--- config.mk ---
export PLATFORM = sky130hd
export DESIGN_NAME = asq_rank
export DESIGN_NICKNAME = d
export VERILOG_FILES = /design/src/rtl/asq_pkg.sv /design/src/rtl/asq_rank.sv
export SDC_FILE = /design/constraint.sdc
export NUM_CORES = 2
export LEC_CHECK = 0
export BUFFER_PORTS_ARGS = -buffer_cell sky130_fd_sc_hd__buf_2
export CORE_MARGIN = 3
export CORE_UTILIZATION = 60
export CTS_BUF_LIST = sky130_fd_sc_hd__clkbuf_2 sky130_fd_sc_hd__clkbuf_4 sky130_fd_sc_hd__clkbuf_8
export CTS_CLUSTER_SIZE = 14
export DETAILED_ROUTE_END_ITERATION = 6
export GPL_TIMING_DRIVEN = 0
export PLACE_DENSITY = 0.78
export SYNTH_ARGS = -nofsm -noshare
export SYNTH_HDL_FRONTEND = slang
export SYNTH_SLANG_ARGS = --single-unit
--- constraint.sdc ---
create_clock -name i_clk -period 11.5 [get_ports i_clk]
set_input_delay 1.15 -clock i_clk [delete_from_list [all_inputs] [get_ports i_clk]]
set_output_delay 1.15 -clock i_clk [all_outputs]
set_load 0.005 [all_outputs]
--- src/rtl/asq_pkg.sv ---
package asq_pkg;

    localparam int QUEUE_DEPTH_DEF  = 32;
    localparam int ACTIVE_DEPTH_DEF = 4;
    localparam int MAX_PICK         = 4;
    localparam int KEY_W            = 20;
    localparam int PRIO_W           = 24;
    localparam int FRAME_W          = 32;
    localparam int WEIGHT_W         = 16;
    localparam int PROD_W           = WEIGHT_W + FRAME_W;
    localparam int SCORE_W          = PROD_W + 1;

    localparam logic [WEIGHT_W-1:0] AGE_WEIGHT_RST = 16'd328;

    typedef enum logic [1:0] {
        OPC_REQUEST = 2'd0,
        OPC_UNMAP   = 2'd1,
        OPC_FINISH  = 2'd2,
        OPC_TICK    = 2'd3
    } t_opcode;

    typedef enum logic [1:0] {
        KIND_DISPATCH = 2'd0,
        KIND_CANCEL   = 2'd1,
        KIND_DROP     = 2'd2
    } t_kind;

    typedef enum logic [2:0] {
        CELL_NOP        = 3'd0,
        CELL_RAISE      = 3'd1,
        CELL_APPEND     = 3'd2,
        CELL_REMOVE_KEY = 3'd3,
        CELL_REMOVE_SEL = 3'd4,
        CELL_MARK       = 3'd5
    } t_cell_op;

    typedef struct packed {
        logic              valid;
        logic              sel;
        logic [KEY_W-1:0]  key;
        logic [PRIO_W-1:0] prio;
        logic [FRAME_W-1:0] frame;
    } t_entry;

    typedef struct packed {
        t_cell_op           op;
        logic [KEY_W-1:0]   key;
        logic [PRIO_W-1:0]  prio;
        logic [FRAME_W-1:0] frame;
    } t_qcmd;

endpackage

--- src/rtl/asq_rank.sv ---
module asq_rank
    import asq_pkg::*;
#(
    parameter int DEPTH = QUEUE_DEPTH_DEF,
    parameter int IW    = $clog2(DEPTH)
) (
    input  logic                           i_clk,
    input  logic                           i_rst_n,
    input  logic                           i_start,
    input  logic [WEIGHT_W-1:0]            i_weight,
    input  logic [FRAME_W-1:0]             i_frame_now,
    input  t_entry                         i_rd,
    output logic [IW-1:0]                  o_rd_idx,
    output logic                           o_done,
    output logic [2:0]                     o_count,
    output logic [MAX_PICK-1:0][IW-1:0]    o_pick
);

    logic                r_busy, r_run, r_g1, r_g2;
    logic [IW-1:0]       r_idx, r_i1, r_i2;
    logic                r_v1, r_v2;
    logic [PRIO_W-1:0]   r_p1, r_p2;
    logic [FRAME_W-1:0]  r_a1;
    logic [PROD_W-1:0]   r_m2;
    logic [MAX_PICK-1:0] r_lv, n_lv;
    logic [SCORE_W-1:0]  r_ls [MAX_PICK];
    logic [SCORE_W-1:0]  n_ls [MAX_PICK];
    logic [IW-1:0]       r_li [MAX_PICK];
    logic [IW-1:0]       n_li [MAX_PICK];
    logic [SCORE_W-1:0]  score;
    logic [2:0]          pos;
    logic [2:0]          cnt;

    assign o_rd_idx = r_idx;
    assign o_done   = r_busy && !r_run && !r_g1 && !r_g2;
    assign score    = SCORE_W'(r_m2) + SCORE_W'(r_p2);

    // Stable top list: a new entry goes behind every kept entry of equal score.
    always_comb begin
        pos = 3'd0;
        cnt = 3'd0;
        for (int k = 0; k < MAX_PICK; k++) begin
            if (r_lv[k] && (r_ls[k] >= score)) pos = pos + 3'd1;
            if (r_lv[k]) cnt = cnt + 3'd1;
        end
        for (int k = 0; k < MAX_PICK; k++) begin
            n_lv[k] = r_lv[k];
            n_ls[k] = r_ls[k];
            n_li[k] = r_li[k];
            if (r_g2 && r_v2) begin
                if (3'(k) == pos) begin
                    n_lv[k] = 1'b1;
                    n_ls[k] = score;
                    n_li[k] = r_i2;
                end else if ((3'(k) > pos) && (k > 0)) begin
                    n_lv[k] = r_lv[k-1];
                    n_ls[k] = r_ls[k-1];
                    n_li[k] = r_li[k-1];
                end
            end
        end
        for (int k = 0; k < MAX_PICK; k++) o_pick[k] = r_li[k];
        o_count = cnt;
    end

    always_ff @(posedge i_clk) begin
        if (!i_rst_n) begin
            r_busy <= 1'b0;
            r_run  <= 1'b0;
            r_g1   <= 1'b0;
            r_g2   <= 1'b0;
            r_lv   <= '0;
            r_idx  <= '0;
        end else begin
            r_g1 <= r_run;
            r_g2 <= r_g1;
            if (i_start) begin
                r_busy <= 1'b1;
                r_run  <= 1'b1;
                r_idx  <= '0;
                r_lv   <= '0;
            end else begin
                if (o_done) r_busy <= 1'b0;
                if (r_run) begin
                    if (r_idx == IW'(DEPTH - 1)) r_run <= 1'b0;
                    r_idx <= r_idx + IW'(1);
                end
                r_lv <= n_lv;
            end
        end
        r_v1 <= i_rd.valid;
        r_i1 <= r_idx;
        r_p1 <= i_rd.prio;
        r_a1 <= i_frame_now - i_rd.frame;
        r_v2 <= r_v1;
        r_i2 <= r_i1;
        r_p2 <= r_p1;
        r_m2 <= PROD_W'(i_weight) * PROD_W'(r_a1);
        for (int k = 0; k < MAX_PICK; k++) begin
            r_ls[k] <= n_ls[k];
            r_li[k] <= n_li[k];
        end
    end

endmodule

## Yosys cells after proc, flatten, opt, wreduce, memory -nomap -nowiden

Memory sizes are Yosys's and may differ from the RTL's.
Cells that the tools add are included.

- Bits in registers: 153
- Memory bits (writable): 216
- Bits of input ports: 129
- Output and inout port bits: 29
- Logic and storage cells: 103
- Memories: 2

- Add/sub/neg operators: 9
- $mul: 1
- Magnitude comparators: 7
- Equal/unequal tests: 4
- Multiplexer cells: 41
- Bitwise gates (word level): 1
- Reductions and logical operators: 21

Memories:

| memory | depth | bits a word | read ports | clocked after memory_dff | write ports | line | RTL |
|---|---|---|---|---|---|---|---|
| r_ls | 4 | 49 | 4 | 0 | 4 | asq_rank.sv:26 | `logic [SCORE_W-1:0] r_ls [MAX_PICK];` |
| r_li | 4 | 5 | 4 | 0 | 4 | asq_rank.sv:28 | `logic [IW-1:0] r_li [MAX_PICK];` |

Operators with widths:

| cell | number |
|---|---|
| 2-to-1 mux 49 bit | 11 |
| >= comparator 49 bit | 4 |
| 2-to-1 mux 5 bit | 11 |
| adder 48 x 24 -> 49 bit | 1 |
| multiplier 16 x 32 -> 48 bit | 1 |
| subtractor 32 bit | 1 |
| adder 3 x 1 -> 3 bit (second input constant) | 6 |
| 2-to-1 mux 3 bit | 6 |
| 2-to-1 mux 1 bit | 13 |
| logical AND 1 bit | 8 |
| AND reduction 2 bit | 4 |
| nonzero test 2 bit | 4 |
| equality test 2 x 3 -> 1 bit (first input constant) | 2 |
| > comparator 2 x 3 -> 1 bit (first input constant) | 2 |
| adder 5 x 1 -> 5 bit (second input constant) | 1 |
| equality test 5 bit (second input constant) | 1 |
| equality test 1 x 3 -> 1 bit (first input constant) | 1 |
| > comparator 1 x 3 -> 1 bit (first input constant) | 1 |
| logical NOT 1 bit | 3 |
| logical NOT 3 bit | 1 |
| OR reduction 2 bit | 1 |
| NOT 1 bit | 1 |

## Longest topological paths before layout

- Word-level depth: 14
- Mapped depth: 37
- Gate-level depth less buffers: 35

## Worst setup path before layout

OpenSTA, ideal clock, no wires.

- Path kind: reg-to-reg
- Start: register r_p2[7] (netlist name)
- End: memory r_li[0][0] (netlist name) (enable)
- Setup time: 0.417 ns
- Arrival: 9.503 ns
- Data required time: 11.083 ns
- Setup slack: 1.579 ns
- Stages on the path, launching flop included: 34
- Path buffers: 1
- Path through: dfxtp_1 ha_1 and4_1 nor4b_2 a311o_1 o21ai_1 a31o_2 a21oi_1 o21ai_0 a21oi_1 o21a_1 or3_1 nand3_1 inv_1 ha_1 a21o_1 a21o_1 a21o_1 a21o_1 a21o_1 a21oi_1 o21ai_0 o32ai_1 o21ai_0 maj3_1 o211ai_1 a21oi_1 ha_1 xnor2_1 ha_1 a311o_1 and4_1 clkbuf_1 and3_1

RTL lines:

| element | line |
|---|---|
| end, declared | asq_rank.sv:28 |

==> results by group <==
Run status
  • Status: finished, final reports clean

Synth
  • Sequential area share after synthesis: roughly a quarter
  • EDFF count, synth: about 220
  • Synth Flop Type: edfxtp_1
  • Syn nets: 4366
  • Ys async rst share: 0%
  • Yosys warning total: 0
  • Synth Instances: between 3k and 4k
  • Cell Area, Synth: between 30000 and 40000 sq um
  • Unique masters post-synth: 78
  • Post-synthesis average cell area: 10.4 sq um
  • #FFs+latches synth: around 370

Route
  • DR DRC count: 0
  • Final ANT Viol Nets: 0
  • Drt initial violations: 1486
  • First-pass DRT Iterations: 5
  • Wire per inst: 18.7 microns
  • Vias: between 20k and 30k
  • Vias per std cell: between 5 and 6
  • Total length of routed wires: 83800 microns

Clocking
  • Number of setup buffers added after CTS: 0
  • Clock slew at reported path FFs: roughly 0.06 ns
  • Max Root-Sink Buffers: 3
  • CTS H-tree lvls: 3
  • Later-pin clock latency in the skew report: between 0.6 and 0.7 ns
  • Post-CTS sizing: 0
  • CTS Buf Count: 67
  • Root buffer cell: clkbuf_8
  • Clk sinks: 369
  • CTS Hold Bufs: 0
  • Clock tree from TritonCTS: yes

Timing
  • Final clock skew: about 0.053 ns
  • Relative slew margins: 22.7%
  • Crit share post-route: 87.2%
  • Final hold vios: 0
  • Final Hold Slack: 0.301 ns
  • Fmax: ~100 MHz
  • RSZ-0062 raised after global routing: no
  • Final setup fails: 0
  • Pin slew with the least headroom to its limit: approximately 1.1 ns
  • Pins Over Slew Limit: 0
  • Tmin final: approximately 10 ns

Floorplan
  • Chip Width: around 250 microns
  • Die height: roughly 250 microns
  • I/O pin count: between 150 and 200
  • Core area: slightly below 60000 sq um
  • Rows: between 80 and 90
  • Initial Util: between 60% and 70%
  • Area of the die: roughly 63000 sq um

Final layout
  • Final net count: between 4k and 5k
  • Post-Layout Cell Count: 4477
  • Area Growth Syn to Fin: 8.95%
  • Util after Layout: about two thirds
  • Share of cells above drive strength 1: between 10% and 20%
  • Fin area: approximately 40000 sq um

Setup path
  • Worst-path maximum fanout: roughly 60
  • Delay-heaviest family, CP: compound AO/OA/AOI/OAI gates
  • CP Launch Type: register
  • Crit-path most repeated cell: o21ai_0
  • Critical Path Max Stage Delay: 1.00 ns
  • WP buf/inv: 4
  • Setup crit end kind: register
  • CP max-delay cell: nor4_1
  • CP required: about 12 ns
  • CP arrival: about 10 ns
  • Kind of critical path: register to register

GRT
  • Most Used Layer, Global Route: met2
  • Antenna violations before repair: 3
  • Number of global-route vias before repair: 26.3k
  • GRT Overall Usage: a little over a quarter
  • Met2 GRT Util: a little under half
  • Met1 usage: between 30 and 40%
  • Global route overflow: 0
  • Largest net degree at the start of global routing: between 60 and 70
  • First-pass GRT wire length: around 140000 microns
  • Met3 Use GR: 6.34%

Place
  • Placed cell areas: approximately 38000 sq um
  • Placed instance count: ~4.4k
  • Port Buffer Count: around 140
  • GP Congestion: 0.940
  • Hpwl dp: 69100 microns

Job
  • Max Cap Viol: 0

Min path
  • Tightest Hold Check Type: register to register
-- layout make-up --
cell class / instances / area [sq um]
clock buffers: 94 / 1200
clock inverters: 26 / 294
diodes: 2 / 5.00
multi-input cells: 2446 / 23900
plain buffers: 104 / 512
well taps: 773 / 967
flip-flops and latches: 369 / 9550
fillers: 4519 / 20000
repair buffers: 139 / 741
inverters: 524 / 1970
-- worst paths after layout --
| kind | from | end | slack (ns) | cells past startpoint |
|---|---|---|---|---|
| max reg2reg | r_m2[4]$_DFF_P_ | r_ls[2][13]$_DFFE_PP_ | 1.47 | 33 |
| min reg2reg | r_p1[17]$_DFF_P_ | r_p2[17]$_DFF_P_ | 0.30 | 0 |
| min | r_p1[17]$_DFF_P_ | r_p2[17]$_DFF_P_ | 0.30 | 0 |
| max | r_m2[4]$_DFF_P_ | r_ls[2][13]$_DFFE_PP_ | 1.47 | 33 |
-- placed cells by master, fill, tap and decap left out, types with 8 or more instances in the layout --
master and n:
mux2_1 63, nor2b_1 23, clkbuf_8 79, xor2_1 36, edfxtp_1 216, o211ai_1 14
o21bai_1 13, inv_1 523, nor2_1 73, o21ai_0 66, and2_1 188, nor4_1 10
clkbuf_4 16, mux2_4 98, a21oi_1 130, nand2b_1 26, a211oi_1 22, xnor2_1 88
a31oi_1 14, nand4_1 48, o21a_1 33, and3_1 23, fa_1 420, dfxtp_1 153
clkbuf_1 84, nand3_1 42, clkinv_2 8, buf_2 143, nor3_1 28, nand2_1 417
a21o_1 82, ha_1 374
-- Yosys cell counts, drive strengths merged (82+ instances only) --
master	count	area [sq um]
fa	420	8410
mux2	162	2190
inv	524	1970
ha	374	4680
nand2	417	1570
xnor2	89	787
edfxtp	216	6490
clkbuf	85	319
dfxtp	153	3060
a21o	82	616
a21oi	132	668
and2	189	1180
-- flip-flops by register name (all words and copies together), names as in the netlist --
| signal | count |
|---|---|
| r_busy | 1 |
| r_p1 | 24 |
| r_v2 | 1 |
| r_m2 | 48 |
| r_i1 | 5 |
| r_run | 1 |
| r_g2 | 1 |
| r_g1 | 1 |
| o_rd_idx | 5 |
| r_li | 20 |
| r_p2 | 24 |
| r_a1 | 32 |
| r_ls | 196 |
| r_i2 | 5 |
| r_v1 | 1 |
| r_lv | 4 |
-- stage by stage --
| stage | worst slack, ns | TNS [ns] |
|---|---|---|
| final | 1.47 | 0 |
| after global routing | 0.696 | 0 |
| after CTS | 1.45 | 0 |
| after detailed placement | 1.49 | 0 |
| after global placement | -1.46 | -227.95 |
| after floorplan | 1.58 | 0 |
-- cell families (layout without fill, tap and decap cells) --
family / after synthesis / count (layout) / synth area share (%)
adder cells (fa/ha/maj): 795 / 795 / 36.5
multiplexers: 166 / 166 / 6.22
other: 0 / 2 / 0
XOR/XNOR: 125 / 125 / 3.07
AND/OR/NAND/NOR: 911 / 911 / 12.4
flip-flops: 369 / 369 / 26.6
AO/OA/AOI/OAI: 449 / 449 / 8.35
buffers and inverters: 628 / 887 / 6.89
-- routing by layer --
| layer | wire (microns) | share of wire [%] |
|---|---|---|
| met5 | 13 | 0.016 |
| met4 | 3880 | 4.6 |
| met3 | 7130 | 8.5 |
| met2 | 39500 | 47 |
| met1 | 33300 | 40 |
Power is left out: the tool's default activity adds up to more than one toggle a clock period on the data nets, which glitch-free logic cannot reach.
